==> config.mk <==
export PLATFORM = sky130hd
export DESIGN_NAME = length_prefixed_frame_deframer
export DESIGN_NICKNAME = d
export VERILOG_FILES = /design/src/hw/rtl/lpfd_pkg.sv /design/src/hw/rtl/length_prefixed_frame_deframer.sv
export SDC_FILE = /design/constraint.sdc
export NUM_CORES = 1
export LEC_CHECK = 0
export ABC_AREA = 1
export CAP_MARGIN = 15
export CORE_ASPECT_RATIO = 0.8
export CORE_UTILIZATION = 30
export CTS_CLUSTER_DIAMETER = 200
export DETAILED_ROUTE_END_ITERATION = 7
export DONT_BUFFER_PORTS = 1
export HOLD_SLACK_MARGIN = 0.1
export PLACE_DENSITY = 0.46
export SLEW_MARGIN = 0
export SYNTH_ARGS = -nofsm -noshare
export SYNTH_HDL_FRONTEND = slang
export SYNTH_SLANG_ARGS = --single-unit
==> constraint.sdc <==
create_clock -name clock -period 4.4 [get_ports clock]
set_input_delay 0.88 -clock clock [delete_from_list [all_inputs] [get_ports clock]]
set_output_delay 0.88 -clock clock [all_outputs]
set_load 0.01 [all_outputs]
==> src/hw/rtl/lpfd_pkg.sv <==
// lpfd_pkg: shared types and constants for the length-prefixed frame deframer
// no dependencies; imported by length_prefixed_frame_deframer
package lpfd_pkg;

   localparam int ByteWidth   = 8;
   localparam int LenWidth    = 32;
   localparam int LenBytes    = LenWidth / ByteWidth;
   localparam int MaxLenWidth = 24;
   localparam int CsrAddrWidth = 3;
   localparam int CsrDataWidth = 32;

   localparam logic [MaxLenWidth-1:0] MaxLenReset = 24'd65535;

   // csr register indexes (word addressed, paddr[2])
   localparam logic CsrIdxMaxLen = 1'b0;

   // result kinds
   typedef enum logic [1:0] {
      KIND_HEAD    = 2'd0,
      KIND_PAYLOAD = 2'd1,
      KIND_EMPTY   = 2'd2,
      KIND_INVALID = 2'd3
   } kind_type;

endpackage

==> src/hw/rtl/length_prefixed_frame_deframer.sv <==
// length_prefixed_frame_deframer: splits a byte stream of length-prefixed frames
// into tagged head and payload bytes; depends on lpfd_pkg
//
// usage:
//   req_*  : one received stream byte per request in req_tdata
//   rsp_*  : at most one result per request; rsp_tuser carries the kind
//            (head, payload, empty-frame marker, invalid-frame marker),
//            rsp_tdata the byte (zero for markers), rsp_tlast the frame end
//   csr_*  : one register, max_payload_len at byte address 0
// frame format: 4-byte big-endian total length, head-length byte H, H head
// bytes, then total - H - 1 payload bytes
// result: registered; it appears in the cycle after the request that causes it
// throughput: one request per cycle while req_tready is high, set by the single parse register stage;
//   length bytes and the head-length byte of a non-empty valid frame give no
//   result
// stall: the result register accepts a new request while the held result is
//   taken in the same cycle; with rsp_tready low and a result held, req_tready
//   drops until it is taken
// reset: parser returns to collecting length bytes, no result held,
//   max_payload_len goes back to 65535
// the user must write max_payload_len only while no request is in flight; not enforced
module length_prefixed_frame_deframer (
   input  logic                                 clock,
   input  logic                                 reset,
   // request stream
   input  logic                                 req_tvalid,
   output logic                                 req_tready,
   input  logic [lpfd_pkg::ByteWidth-1:0]       req_tdata,   // [7:0] rx_byte
   // result stream
   output logic                                 rsp_tvalid,
   input  logic                                 rsp_tready,
   output logic [lpfd_pkg::ByteWidth-1:0]       rsp_tdata,   // [7:0] out_byte
   output logic [1:0]                           rsp_tuser,   // [1:0] kind
   output logic                                 rsp_tlast,
   // configuration port
   input  logic                                 csr_psel,
   input  logic                                 csr_penable,
   input  logic                                 csr_pwrite,
   input  logic [lpfd_pkg::CsrAddrWidth-1:0]    csr_paddr,
   input  logic [lpfd_pkg::CsrDataWidth-1:0]    csr_pwdata,
   output logic [lpfd_pkg::CsrDataWidth-1:0]    csr_prdata,
   output logic                                 csr_pready
);
   import lpfd_pkg::*;

   // parse phases
   typedef enum logic [1:0] {
      PH_LEN  = 2'd0,   // collecting the four length bytes
      PH_HLEN = 2'd1,   // waiting for the head-length byte
      PH_HEAD = 2'd2,   // head bytes, delivered or swallowed
      PH_PAY  = 2'd3    // payload bytes
   } phase_type;

   localparam int CntWidth = $clog2(LenBytes);

   // parser state
   phase_type                phase_ff, phase_in;
   logic [LenWidth-1:0]      len_acc_ff, len_acc_in;
   logic [CntWidth-1:0]      len_cnt_ff, len_cnt_in;
   logic [ByteWidth-1:0]     head_rem_ff, head_rem_in;
   logic [MaxLenWidth-1:0]   pay_rem_ff, pay_rem_in;
   logic                     frame_valid_ff, frame_valid_in;

   // configuration
   logic [MaxLenWidth-1:0]   max_len_ff;

   // result register
   logic                     rsp_valid_ff, rsp_valid_in;
   kind_type                 rsp_kind_ff, rsp_kind_in;
   logic [ByteWidth-1:0]     rsp_byte_ff, rsp_byte_in;
   logic                     rsp_last_ff, rsp_last_in;

   logic                     req_fire;
   logic                     emit;
   logic [LenWidth-1:0]      pay_diff;
   logic                     frame_bad;
   logic                     csr_write;

   // result register frees up when empty or being taken this cycle
   assign req_tready = !rsp_valid_ff || rsp_tready;
   assign req_fire   = req_tvalid && req_tready;

   // payload length of the frame now starting: positive total minus H minus one;
   // a total with bit 31 set is negative and always bad
   assign pay_diff  = {1'b0, len_acc_ff[LenWidth-2:0]}
                      - LenWidth'(req_tdata) - LenWidth'(1);
   assign frame_bad = len_acc_ff[LenWidth-1] || pay_diff[LenWidth-1]
                      || (pay_diff[LenWidth-2:0] > (LenWidth-1)'(max_len_ff));

   // next parser state and result for the byte in req_tdata
   always_comb begin
      phase_in       = phase_ff;
      len_acc_in     = len_acc_ff;
      len_cnt_in     = len_cnt_ff;
      head_rem_in    = head_rem_ff;
      pay_rem_in     = pay_rem_ff;
      frame_valid_in = frame_valid_ff;
      emit           = 1'b0;
      rsp_kind_in    = KIND_HEAD;
      rsp_byte_in    = req_tdata;
      rsp_last_in    = 1'b0;

      case (phase_ff)
         PH_LEN: begin
            // shift in big-endian length bytes
            len_acc_in = {len_acc_ff[LenWidth-ByteWidth-1:0], req_tdata};
            if (len_cnt_ff == CntWidth'(LenBytes - 1)) begin
               len_cnt_in = '0;
               phase_in   = PH_HLEN;
            end else begin
               len_cnt_in = len_cnt_ff + CntWidth'(1);
            end
         end
         PH_HLEN: begin
            len_acc_in  = '0;
            head_rem_in = req_tdata;
            if (frame_bad) begin
               // report once, then swallow the head bytes
               frame_valid_in = 1'b0;
               pay_rem_in     = '0;
               phase_in       = (req_tdata != '0) ? PH_HEAD : PH_LEN;
               emit           = 1'b1;
               rsp_kind_in    = KIND_INVALID;
               rsp_byte_in    = '0;
               rsp_last_in    = 1'b1;
            end else begin
               frame_valid_in = 1'b1;
               pay_rem_in     = pay_diff[MaxLenWidth-1:0];
               if (req_tdata != '0) begin
                  phase_in = PH_HEAD;
               end else if (pay_diff[MaxLenWidth-1:0] != '0) begin
                  phase_in = PH_PAY;
               end else begin
                  // no head, no payload
                  phase_in    = PH_LEN;
                  emit        = 1'b1;
                  rsp_kind_in = KIND_EMPTY;
                  rsp_byte_in = '0;
                  rsp_last_in = 1'b1;
               end
            end
         end
         PH_HEAD: begin
            head_rem_in = (head_rem_ff <= ByteWidth'(1)) ? '0 : head_rem_ff - ByteWidth'(1);
            if (head_rem_ff <= ByteWidth'(1)) begin
               phase_in = (frame_valid_ff && pay_rem_ff != '0) ? PH_PAY : PH_LEN;
            end
            emit        = frame_valid_ff;
            rsp_kind_in = KIND_HEAD;
            rsp_last_in = (head_rem_ff <= ByteWidth'(1)) && (pay_rem_ff == '0);
         end
         PH_PAY: begin
            pay_rem_in  = (pay_rem_ff <= MaxLenWidth'(1)) ? '0 : pay_rem_ff - MaxLenWidth'(1);
            if (pay_rem_ff <= MaxLenWidth'(1)) begin
               phase_in = PH_LEN;
            end
            emit        = 1'b1;
            rsp_kind_in = KIND_PAYLOAD;
            rsp_last_in = (pay_rem_ff <= MaxLenWidth'(1));
         end
         default: begin
            phase_in = PH_LEN;
         end
      endcase
   end

   // result valid: loaded on each request, dropped once taken
   always_comb begin
      rsp_valid_in = rsp_valid_ff;
      if (req_fire) begin
         rsp_valid_in = emit;
      end else if (rsp_tready) begin
         rsp_valid_in = 1'b0;
      end
   end

   always_ff @(posedge clock) begin
      if (reset) begin
         phase_ff       <= PH_LEN;
         len_acc_ff     <= '0;
         len_cnt_ff     <= '0;
         head_rem_ff    <= '0;
         pay_rem_ff     <= '0;
         frame_valid_ff <= 1'b0;
         rsp_valid_ff   <= 1'b0;
      end else begin
         rsp_valid_ff <= rsp_valid_in;
         if (req_fire) begin
            phase_ff       <= phase_in;
            len_acc_ff     <= len_acc_in;
            len_cnt_ff     <= len_cnt_in;
            head_rem_ff    <= head_rem_in;
            pay_rem_ff     <= pay_rem_in;
            frame_valid_ff <= frame_valid_in;
         end
      end
   end

   // result payload, no reset needed
   always_ff @(posedge clock) begin
      if (req_fire && emit) begin
         rsp_kind_ff <= rsp_kind_in;
         rsp_byte_ff <= rsp_byte_in;
         rsp_last_ff <= rsp_last_in;
      end
   end

   assign rsp_tvalid = rsp_valid_ff;
   assign rsp_tuser  = rsp_kind_ff;
   assign rsp_tdata  = rsp_byte_ff;
   assign rsp_tlast  = rsp_last_ff;

   // configuration port, csr_pready always high
   assign csr_pready = 1'b1;
   assign csr_write  = csr_psel && csr_penable && csr_pwrite && csr_pready;

   always_ff @(posedge clock) begin
      if (reset) begin
         max_len_ff <= MaxLenReset;
      end else if (csr_write && csr_paddr[2] == CsrIdxMaxLen) begin
         max_len_ff <= csr_pwdata[MaxLenWidth-1:0];
      end
   end

   assign csr_prdata = (csr_paddr[2] == CsrIdxMaxLen) ? CsrDataWidth'(max_len_ff) : '0;

   // length byte count only runs while collecting the length
   a_cnt_idle: assert property (@(posedge clock) disable iff (reset)
      (phase_ff != PH_LEN) |-> (len_cnt_ff == '0))
      else $error("length byte count nonzero outside length phase");

   // payload phase never entered or kept with nothing left
   a_pay_left: assert property (@(posedge clock) disable iff (reset)
      (phase_ff == PH_PAY) |-> (pay_rem_ff != '0))
      else $error("payload phase with no payload left");

   // head phase always has a byte left to take
   a_head_left: assert property (@(posedge clock) disable iff (reset)
      (phase_ff == PH_HEAD) |-> (head_rem_ff != '0))
      else $error("head phase with no head bytes left");

   // markers carry a zero byte and close the frame
   a_marker: assert property (@(posedge clock) disable iff (reset)
      (rsp_valid_ff && (rsp_kind_ff == KIND_EMPTY || rsp_kind_ff == KIND_INVALID))
      |-> (rsp_byte_ff == '0 && rsp_last_ff))
      else $error("frame marker with data or without last");

   // payload bytes only come from a valid frame
   a_pay_valid: assert property (@(posedge clock) disable iff (reset)
      (phase_ff == PH_PAY) |-> frame_valid_ff)
      else $error("payload phase for an invalid frame");

endmodule
==> impl_metrics.csv, run 1 <==
group,metric,value,unit
worst_setup_path,cp.arrival,4.19,ns
worst_setup_path,worstReg2RegEnd,"rsp_tdata[3]",
cells_and_area,n_antenna_cell,0,
placement,final_weighted_congestion_in_routability_driven_placement,0.854,
floorplanning,die-area,0.0241,mm^2
worst_setup_path,worst_reg_to_reg_cells,27,
drt,vias_per_cell,4.65,
power_and_ir_drop,clock_power_share,0.319,
worst_setup_path,timing.rr.start,"len_acc_ff[0]",
sta,report.final.setup_viol,0,
sta,worstMarginPinSlew,0.846,ns
cells_and_area,final_nets,1149,
worst_setup_path,crit_type,"primary input to flip-flop",
hold_path,timing.hold.worst_path_depth,2,
power_and_ir_drop,switching_share,0.339,
grt,grt_use_total,0.170,
sta,maxSlewHeadroom,0.436,
hold_path,hold_path_sink,"len_cnt_ff[0]",
yosys,synth-edff-count,11,
sta,achievable-frequency,0.246,GHz
grt,globalRoute.totalOverflow,0,
cts,worst_skew_pair.late_latency,0.35,ns
cts,clock_sink_count,105,
cts,cts_tree,"yes",
yosys,ys_ff_latch,105,
drt,dr_total_vias,6359,
flow_run,max_cap_viol_count,0,
status,run_status,"completed",
placement,placement.setup.worst_slack,-0.183,ns
cts,cts_htree_levels,3,
grt,initial_antenna_violation_count,0,
worst_setup_path,critical_path.startpoint_type,"primary input",
yosys,number_of_unique_standard_cell_types_used_by_synthesis,43,
sta,setup_tns,0,ns
floorplanning,die_height,139,um
power_and_ir_drop,p_switching,930,uW
sta,timing.final.crit_share,0.924,
yosys,mappedNetlistArea,0.00703,mm^2
sta,maxSlewViolCount,0,
sta,layout_min_cycle_time,4.07,ns
grt,vias_in_the_first_global_route,5895,
sta,report.final.hold_viol_count,0,
drt,detailedRoute.firstPassIterationCount,5,
power_and_ir_drop,comb_power_share,0.309,
sta,fin_ws,0.333,ns
worst_setup_path,worst_path_required,4.52,ns
power_and_ir_drop,sequentialPowerShare,0.372,
cts,root_buffer,"sky130_fd_sc_hd__clkbuf_16",
grt,grt_start_max_net_pins,43,
yosys,synth_warnings,0,
yosys,ys.flop_type,"sky130_fd_sc_hd__dfxtp_1",
placement,io_buffer_count,0,
power_and_ir_drop,power,2740,uW
drt,drcViolationCount,0,
cts,cts_buffers,9,
worst_setup_path,r2r_setup_slack,0.59,ns
hold_path,timing.hold.worst.class,"flip-flop to flip-flop",
worst_setup_path,maximum_fanout_along_the_worst_path,8,
drt,drt_first_iter_violations,404,
yosys,synth_seq_area_share,0.315,
floorplanning,design.portCount,96,
drt,drt-wirelength-per-cell,14.8,um
floorplanning,dieWidth,173,um
yosys,syn-mean-instance-area,6.87,um^2
worst_setup_path,startpoint,"req_tdata[0]",
power_and_ir_drop,cellInternalPower,1810,uW
sta,fin_skew,0.00499,ns
yosys,async_flop_share,0,
floorplanning,core.rowCount,49,
power_and_ir_drop,vdd_drop_max,0.187,mV
worst_setup_path,endpoint_kind,"flip-flop",
drt,ant_nets,0,
cts,clockBufferDepth,2,
power_and_ir_drop,power_density,341,mW/mm^2
cts,clkSlewWorstSetupHoldPaths,0.08,ns
floorplanning,initial_core_utilization,0.309,
power_and_ir_drop,leakagePower,0.00377,uW
drt,detail_route.wirelength,20300,um
cts,total_of_hold_buffers_inserted_after_clock_tree_synthesis,0,
hold_path,hold_path_startpoint,"len_cnt_ff[0]",
floorplanning,floorplan.core_area,0.0227,mm^2
cells_and_area,syn2layout_area_growth,14.3,%
cells_and_area,layout-drive-gt1-share,0.145,
cells_and_area,final_core_util,0.353,
yosys,syn-instance-count,1023,
placement,place_hpwl,15600,um
grt,grt_pass1_wl,32500,um
metal layers:
metal / global-route usage / up-vias / wire length [um]
met1: 0.250 / 2894 / 10600
li1: - / 3355 / -
met3: 0.0271 / 16 / 670
met4: 0.0382 / 0 / 229
met2: 0.260 / 94 / 8710
met5: 0 / - / 0
registers in the layout, summed over array words and instances, names as in the netlist:
register / cells
len_cnt_ff: 2
phase_ff: 2
rsp_tlast: 1
pay_rem_ff: 24
len_acc_ff: 32
rsp_tvalid: 1
rsp_tuser: 2
head_rem_ff: 8
frame_valid_ff: 1
max_len_ff: 24
rsp_tdata: 8
placed cells by master, fill, tap and decap left out, drive strengths merged, types with 6 or more instances in the layout:
cell    instances
nand2         182
a31oi          10
inv           167
clkbuf         11
xor2           34
dfxtp          94
a21oi          62
nand4          22
nor3            8
o21ai          45
nand3          39
o22ai          32
nor2          180
a221oi          6
xnor2          12
buf            58
o211ai         18
conb            9
edfxtp         11
ha             41
timing repair:
action / CTS / global route
setup endpoints to repair: 0 / 27
gates resized for setup: 0 / 8
buffers inserted: 0 / 1
power by group through the flow:
| stage | sequential [uW] | combinational [uW] | clock [uW] |
|---|---|---|---|
| after floorplan | 1030 | 578 | 0 |
| final | 1020 | 847 | 875 |
| after global placement | 1040 | 831 | 0 |
| after CTS | 1020 | 838 | 906 |
| after detailed placement | 1040 | 834 | 0 |
| after global routing | 1020 | 963 | 930 |
worst max-delay path by stage:
stage,depth (start not counted),end
after floorplan,27,rsp_tdata[0]
after global placement,28,rsp_tdata[6]
after detailed placement,24,rsp_tdata[6]
after CTS,28,rsp_tdata[5]
after global routing,28,rsp_tdata[3]
final,28,rsp_tdata[3]
synth_stat cells (all sizes together), types with 12 or more instances:
cell type  count  area [um^2]
nand2        182          753
nor2         180          714
inv          166          623
dfxtp         94         1880
a21oi         62          370
o21ai         45          225
ha            41          513
nand3         39          200
xor2          34          298
o22ai         32          200
clkbuf        31          116
nand4         22          138
o211ai        18          135
xnor2         12          105
per-stage QoR:
stage	cell area, um^2	std cells	hold slack, ns
floorplan	7060	1030	0.456
global placement	7680	1351	0.475
detailed placement	7680	1351	0.475
CTS	8000	1367	0.488
global route	8030	1368	0.533
finish	8030	1368	0.485
kinds of logic (layout without fill, tap and decap cells):
group	after synthesis	in the layout	share of synthesized area
flops	105	105	0.315
compound gates	178	178	0.159
simple gates	440	440	0.272
fa+ha+maj	42	42	0.0758
buf+inv	210	242	0.121
xor+xnor	46	46	0.0573
other cells	2	9	0.00107
final cells by class:
cell class | instances | area, um^2
multi-input combinational | 715 | 4030
inverter | 168 | 634
clock buffer | 11 | 254
sequential | 105 | 2210
fill | 2480 | 14700
timing repair buffer | 58 | 460
clock inverter | 5 | 60.1
tap | 306 | 383
worst max-delay path, stage by stage:
cell and delay [ns]:
sky130_fd_sc_hd__inv_1 0.03, sky130_fd_sc_hd__ha_1 0.22, sky130_fd_sc_hd__fa_2 0.34, sky130_fd_sc_hd__nand2_1 0.08
sky130_fd_sc_hd__nand2_1 0.07, sky130_fd_sc_hd__nand2_1 0.09, sky130_fd_sc_hd__nor2_1 0.05, sky130_fd_sc_hd__nor2_2 0.14
sky130_fd_sc_hd__nand2_1 0.09, sky130_fd_sc_hd__nor2_1 0.14, sky130_fd_sc_hd__xor2_1 0.25, sky130_fd_sc_hd__inv_1 0.13
sky130_fd_sc_hd__ha_4 0.23, sky130_fd_sc_hd__a21oi_1 0.13, sky130_fd_sc_hd__o21ai_1 0.07, sky130_fd_sc_hd__nand2_1 0.06
sky130_fd_sc_hd__o211ai_1 0.10, sky130_fd_sc_hd__nand4_1 0.11, sky130_fd_sc_hd__nor2_1 0.05, sky130_fd_sc_hd__nor2_1 0.10
sky130_fd_sc_hd__nand2_1 0.06, sky130_fd_sc_hd__nand2_2 0.13, sky130_fd_sc_hd__nand2_4 0.05, sky130_fd_sc_hd__nand2_1 0.09
sky130_fd_sc_hd__nand2_2 0.08, sky130_fd_sc_hd__o21ai_2 0.18, sky130_fd_sc_hd__inv_2 0.07, sky130_fd_sc_hd__buf_12 0.14
(Power assumes the default switching activity.)
==> run 2, diff against run 1 <==
- clock period: 4.4 -> 3.53 ns (I/O delays scaled with it)
==> run 2 against run 1 <==
The flow now finishes with violations (negative setup slack). Flip-flop and latch count unchanged. Global-route usage up 1.0 points. Utilization up 4.0 points. Via count up 2.9%.
==> impl_metrics.csv, run 2 (synthesized netlist as in run 1, its figures left out) <==
group,metric,value,unit
cts,total_of_hold_buffers_inserted_after_clock_tree_synthesis,0,
cells_and_area,multiInputGateArea,0.00445,mm^2
floorplanning,dieWidth,173,um
worst_setup_path,timing.rr.start,"len_acc_ff[0]",
drt,drt-wirelength-per-cell,15.0,um
placement,final_weighted_congestion_in_routability_driven_placement,0.876,
cts,clock_sink_count,105,
sta,fin_ws,-0.132,ns
power_and_ir_drop,leakagePower,0.00418,uW
cells_and_area,biggestRegsByFlops,"len_acc_ff (32), max_len_ff (24), pay_rem_ff (24)",
drt,drcViolationCount,0,
sta,report.final.setup_viol,46,
floorplanning,core.rowCount,49,
sta,setup_tns,-4.35,ns
grt,grt_pass1_wl,34400,um
grt,globalRoute.totalOverflow,0,
floorplanning,initial_core_utilization,0.309,
placement,dp_cells,1379,
power_and_ir_drop,power_density,410,mW/mm^2
cells_and_area,layout.cells.most_common_list,"sky130_fd_sc_hd__nor2_1, sky130_fd_sc_hd__inv_1, sky130_fd_sc_hd__nand2_1",
power_and_ir_drop,vdd_drop_max,0.213,mV
cells_and_area,syn2layout_area_growth,27.1,%
cts,clkSlewWorstSetupHoldPaths,0.08,ns
cts,worst_skew_pair.late_latency,0.37,ns
cells_and_area,layout.cells.most_common,"sky130_fd_sc_hd__nor2_1",
cells_and_area,registers.top_by_ff_count,"len_acc_ff",
grt,initial_antenna_violation_count,0,
sta,worstMarginPinSlew,1.01,ns
hold_path,timing.hold.worst.class,"primary input to flip-flop",
worst_setup_path,critical_path.startpoint_type,"primary input",
grt,grt_use_total,0.180,
flow_run,max_cap_viol_count,0,
worst_setup_path,worstReg2RegEnd,"rsp_tlast",
status,run_status,"finished, violations left",
power_and_ir_drop,cellInternalPower,2380,uW
placement,placement.setup.worst_slack,-0.638,ns
grt,busiest_grt_layer,"met2",
power_and_ir_drop,power,3660,uW
placement,io_buffer_count,0,
power_and_ir_drop,clock_power_share,0.288,
worst_setup_path,critical_path.endpoint,"rsp_tlast",
power_and_ir_drop,sequentialPowerShare,0.347,
power_and_ir_drop,switching_share,0.350,
cts,cts_tree,"yes",
grt,grtUsageMet3,0.0274,
drt,vias_per_cell,4.59,
worst_setup_path,worst_path_required,3.66,ns
worst_setup_path,startpoint,"req_tdata[0]",
drt,detailedRoute.firstPassIterationCount,5,
worst_setup_path,maximum_fanout_along_the_worst_path,3,
cts,cts_buffers,9,
grt,vias_in_the_first_global_route,6215,
sta,maxSlewHeadroom,0.325,
drt,dr_total_vias,6543,
power_and_ir_drop,p_switching,1280,uW
drt,ant_nets,0,
floorplanning,die_height,139,um
placement,place_hpwl,16200,um
status,violations_in_the_final_reports,"negative setup slack",
cts,root_buffer,"sky130_fd_sc_hd__clkbuf_16",
sta,report.final.hold_viol_count,0,
cells_and_area,filler_cell_count,2416,
cts,clockBufferDepth,2,
cells_and_area,largest_reg_flops,32,
worst_setup_path,crit_type,"primary input to flip-flop",
power_and_ir_drop,comb_power_share,0.365,
cells_and_area,n_antenna_cell,0,
cts,cts_htree_levels,3,
sta,fin_skew,0.0133,ns
worst_setup_path,cp.arrival,3.79,ns
floorplanning,design.portCount,96,
grt,globalRouteMet2Util,0.272,
drt,drt_first_iter_violations,452,
cells_and_area,final_core_util,0.393,
floorplanning,die-area,0.0241,mm^2
sta,maxSlewViolCount,0,
cells_and_area,sequential_cell_area,0.00221,mm^2
sta,unrepaired_setup_endpoints_after_global_routing,"yes",
worst_setup_path,r2r_setup_slack,-0.13,ns
floorplanning,floorplan.core_area,0.0227,mm^2
drt,detail_route.wirelength,21400,um
cells_and_area,final-instance-count-excl-fill,1425,
sta,layout_min_cycle_time,3.66,ns
grt,grt_start_max_net_pins,43,
sta,timing.final.crit_share,1.04,
grt,grtUsageMet1,0.269,
cells_and_area,layout-drive-gt1-share,0.234,
worst_setup_path,endpoint_kind,"flip-flop",
sta,achievable-frequency,0.273,GHz
cells_and_area,final_nets,1206,
worst_setup_path,worst_reg_to_reg_cells,23,
[run 2: power groups by stage]
stage / Combinational (uW) / Clock [uW] / Sequential [uW]
6_report: 1340 / 1060 / 1270
5_1_grt: 1490 / 1140 / 1280
4_1_cts: 1220 / 1100 / 1270
3_5_place_dp: 1130 / 0 / 1300
3_3_place_gp: 1130 / 0 / 1300
2_1_floorplan: 731 / 0 / 1290
[run 2: final cells by class]
cell class              instances  share of cell area
clock buffers                  10              0.0256
clock inverters                 6             0.00742
inverters                     168              0.0730
multi-input cells             715               0.498
flip-flops and latches        105               0.248
well taps                     306              0.0429
repair buffers                115               0.105
[run 2: metal layers]
layer	up-vias	routed length, um
li1	3459	-
met1	2969	11300
met2	104	9210
met3	11	693
met4	0	157
met5	-	0
[run 2: metrics by stage]
| stage | instance area (um^2) | hold WS, ns |
|---|---|---|
| 6_report | 8930 | 0.414 |
| 5_1_grt | 8930 | 0.384 |
| 4_1_cts | 8540 | 0.392 |
| 3_5_place_dp | 7940 | 0.480 |
| 3_3_place_gp | 7940 | 0.474 |
| 2_1_floorplan | 7120 | 0.453 |
[run 2: timing repair]
action	in CTS	in global routing
resized for setup	25	62
pin swaps	3	34
gates cloned	1	0
setup buffers	20	11
endpoints found under the setup margin	47	49
hold endpoints to repair	0	0
[run 2: worst min path at each step]
stage / slack, ns / start / cells after the start / to
after global placement: 0.47 / len_cnt_ff[0] / 2 / len_cnt_ff[0]
after CTS: 0.39 / reset / 1 / len_acc_ff[20]
after floorplan: 0.45 / max_len_ff[16] / 2 / max_len_ff[16]
final: 0.41 / reset / 1 / len_acc_ff[3]
after detailed placement: 0.48 / len_cnt_ff[0] / 2 / len_cnt_ff[0]
after global routing: 0.38 / reset / 1 / len_acc_ff[0]
[run 2: critical path: stages]
cell and delay, ns:
sky130_fd_sc_hd__inv_12 0.02, sky130_fd_sc_hd__ha_4 0.14, sky130_fd_sc_hd__fa_2 0.35, sky130_fd_sc_hd__nand2_2 0.07, sky130_fd_sc_hd__nand2_2 0.07, sky130_fd_sc_hd__nand2_2 0.08, sky130_fd_sc_hd__nor2_2 0.04, sky130_fd_sc_hd__nor2_2 0.13
sky130_fd_sc_hd__nand2_2 0.10, sky130_fd_sc_hd__buf_6 0.14, sky130_fd_sc_hd__xor2_4 0.16, sky130_fd_sc_hd__ha_4 0.29, sky130_fd_sc_hd__nand2_4 0.05, sky130_fd_sc_hd__nor2_4 0.10, sky130_fd_sc_hd__nand4_1 0.17, sky130_fd_sc_hd__nor4b_2 0.34
sky130_fd_sc_hd__nand4_1 0.14, sky130_fd_sc_hd__nand2_2 0.15, sky130_fd_sc_hd__nand2_4 0.10, sky130_fd_sc_hd__nand2_4 0.09, sky130_fd_sc_hd__nand2_4 0.06, sky130_fd_sc_hd__buf_4 0.14, sky130_fd_sc_hd__o21ai_2 0.10, sky130_fd_sc_hd__inv_1 0.05
==> run 3, diff against run 2 <==
- CELL_PAD_IN_SITES_DETAIL_PLACEMENT: default -> 1
- CELL_PAD_IN_SITES_GLOBAL_PLACEMENT: default -> 1
- CORE_MARGIN: default -> 10
- PLACE_DENSITY: 0.46 -> 0.59
==> run 3 against run 2 <==
The flow still finishes with violations (negative setup slack). Count of clock-buffer cells in the layout grew 2. Non-clock buffer count decreased by 7. Fmax grew 0.21%. Combinational power is essentially flat. Highest routed layer unchanged. Sequential power barely moved. First-iteration DRC count decreased by 35%. Clock power up 10%. Via count up 4.5%. Setup slack improved by 0.0077 ns.
==> impl_metrics.csv, run 3 (synthesized netlist as in run 1, its figures left out) <==
group,metric,value,unit
hold_path,timing.hold.worst.class,"primary input to flip-flop",
cts,clkSlewWorstSetupHoldPaths,0.07,ns
worst_setup_path,maximum_fanout_along_the_worst_path,8,
floorplanning,initial_core_utilization,0.303,
drt,ant_nets,0,
floorplanning,core.rowCount,50,
sta,report.final.hold_viol_count,0,
power_and_ir_drop,power_density,423,mW/mm^2
cells_and_area,layout.cells.most_common,"sky130_fd_sc_hd__nor2_1",
flow_run,max_cap_viol_count,0,
worst_setup_path,cp.arrival,3.95,ns
grt,initial_antenna_violation_count,0,
cells_and_area,layout.cells.most_common_list,"sky130_fd_sc_hd__nor2_1, sky130_fd_sc_hd__inv_1, sky130_fd_sc_hd__nand2_1",
sta,layout_min_cycle_time,3.65,ns
power_and_ir_drop,switching_share,0.352,
cells_and_area,syn2layout_area_growth,27.7,%
floorplanning,die-area,0.0300,mm^2
floorplanning,dieWidth,191,um
sta,maxSlewViolCount,0,
cells_and_area,biggestRegsByFlops,"len_acc_ff (32), max_len_ff (24), pay_rem_ff (24)",
cts,cts_htree_levels,3,
sta,achievable-frequency,0.274,GHz
grt,globalRoute.totalOverflow,0,
placement,final_weighted_congestion_in_routability_driven_placement,0.828,
sta,maxSlewHeadroom,0.537,
cells_and_area,largest_reg_flops,32,
cts,root_buffer,"sky130_fd_sc_hd__clkbuf_16",
sta,timing.final.crit_share,1.04,
cells_and_area,layout-drive-gt1-share,0.227,
sta,report.final.setup_viol,43,
power_and_ir_drop,vdd_drop_max,0.235,mV
cts,total_of_hold_buffers_inserted_after_clock_tree_synthesis,0,
power_and_ir_drop,cellInternalPower,2460,uW
power_and_ir_drop,clock_power_share,0.309,
status,run_status,"finished, violations left",
cts,cts_buffers,9,
worst_setup_path,endpoint_kind,"flip-flop",
drt,drt-wirelength-per-cell,17.7,um
grt,grt_start_max_net_pins,54,
power_and_ir_drop,leakagePower,0.00421,uW
cts,cts_tree,"yes",
grt,grt_use_total,0.167,
floorplanning,die_height,157,um
power_and_ir_drop,power,3800,uW
status,violations_in_the_final_reports,"negative setup slack",
sta,fin_skew,0.00701,ns
sta,setup_tns,-3.06,ns
drt,vias_per_cell,4.80,
drt,dr_total_vias,6837,
floorplanning,floorplan.core_area,0.0232,mm^2
grt,grt_pass1_wl,39400,um
placement,placement.cell_area,0.00805,mm^2
worst_setup_path,critical_path.startpoint_type,"primary input",
cells_and_area,n_antenna_cell,0,
cts,clock_sink_count,105,
cells_and_area,registers.top_by_ff_count,"len_acc_ff",
floorplanning,design.portCount,96,
sta,fin_ws,-0.124,ns
drt,detail_route.wirelength,25100,um
drt,drcViolationCount,0,
power_and_ir_drop,sequentialPowerShare,0.335,
drt,detailedRoute.firstPassIterationCount,4,
sta,worst_hold_slack,0.398,ns
drt,drt_first_iter_violations,294,
cells_and_area,filler_cell_count,2864,
worst_setup_path,worst_path_required,3.83,ns
cells_and_area,final_nets,1199,
power_and_ir_drop,comb_power_share,0.356,
power_and_ir_drop,p_switching,1340,uW
cts,clockBufferDepth,2,
sta,unrepaired_setup_endpoints_after_global_routing,"yes",
placement,place_hpwl,19300,um
cts,worst_skew_pair.late_latency,0.37,ns
worst_setup_path,crit_type,"primary input to flip-flop",
cells_and_area,sequential_cell_area,0.00221,mm^2
sta,worstMarginPinSlew,0.692,ns
placement,dp_cells,1393,
cells_and_area,layout.cell_area.non_filler,0.00898,mm^2
cells_and_area,multiInputGateArea,0.00448,mm^2
grt,vias_in_the_first_global_route,6924,
placement,io_buffer_count,0,
cells_and_area,final-instance-count-excl-fill,1424,
-- run 3: stage by stage --
stage | worst slack [ns] | util
finish | -0.124 | 0.387
global route | -0.395 | 0.387
CTS | -0.110 | 0.382
detailed placement | -0.677 | 0.347
global placement | -0.692 | 0.347
floorplan | -0.304 | -
-- run 3: power by group through the flow --
stage               logic, uW  registers, uW  clock network, uW
CTS                      1330           1270               1210
global route             1500           1280               1260
detailed placement       1190           1300                  0
floorplan                 731           1290                  0
global placement         1170           1300                  0
finish                   1350           1270               1170
-- run 3: worst paths after layout --
path	endpoint	depth (start not counted)	startpoint	slack [ns]
min	rsp_tvalid	1	reset	0.40
min reg2reg	len_cnt_ff[0]	2	len_cnt_ff[0]	0.49
max reg2reg	pay_rem_ff[8]	26	len_acc_ff[0]	-0.10
max	pay_rem_ff[8]	24	req_tdata[7]	-0.12
-- run 3: cell type report --
class,count,area share
repair buffers,108,0.100
flip-flops and latches,105,0.247
clock buffers,12,0.0286
multi-input cells,715,0.499
inverters,168,0.0734
clock inverters,4,0.00836
well taps,312,0.0435
-- run 3: per-layer routing --
metal	GRT usage	up-vias	wire length (um)
li1	-	3437	-
met1	0.233	3317	12600
met2	0.262	68	11500
met3	0.0294	15	751
met4	0.0356	0	289
met5	0	-	0
-- run 3: what timing repair did --
action,CTS,global route
hold endpoints to repair,0,0
setup buffers,11,6
pin swaps,25,23
cloned,1,0
resized for setup,68,21
endpoints found under the setup margin,48,50
-- run 3: critical path, stage by stage --
cell                       delay, ns
sky130_fd_sc_hd__inv_1          0.11
sky130_fd_sc_hd__ha_4           0.24
sky130_fd_sc_hd__a21oi_1        0.17
sky130_fd_sc_hd__inv_1          0.09
sky130_fd_sc_hd__nor3_2         0.22
sky130_fd_sc_hd__buf_4          0.19
sky130_fd_sc_hd__nand3_4        0.10
sky130_fd_sc_hd__xor2_4         0.31
sky130_fd_sc_hd__ha_4           0.26
sky130_fd_sc_hd__a21oi_2        0.15
sky130_fd_sc_hd__o21ai_1        0.08
sky130_fd_sc_hd__nand2_1        0.06
sky130_fd_sc_hd__o211ai_1       0.11
sky130_fd_sc_hd__nand4_1        0.10
sky130_fd_sc_hd__nor2_1         0.04
sky130_fd_sc_hd__nor2_1         0.09
sky130_fd_sc_hd__nand2_1        0.06
sky130_fd_sc_hd__nand2_2        0.11
sky130_fd_sc_hd__nand2_4        0.07
sky130_fd_sc_hd__buf_6          0.13
sky130_fd_sc_hd__nor2_8         0.18
sky130_fd_sc_hd__buf_12         0.18
sky130_fd_sc_hd__nand2_4        0.05
sky130_fd_sc_hd__a31oi_2        0.15
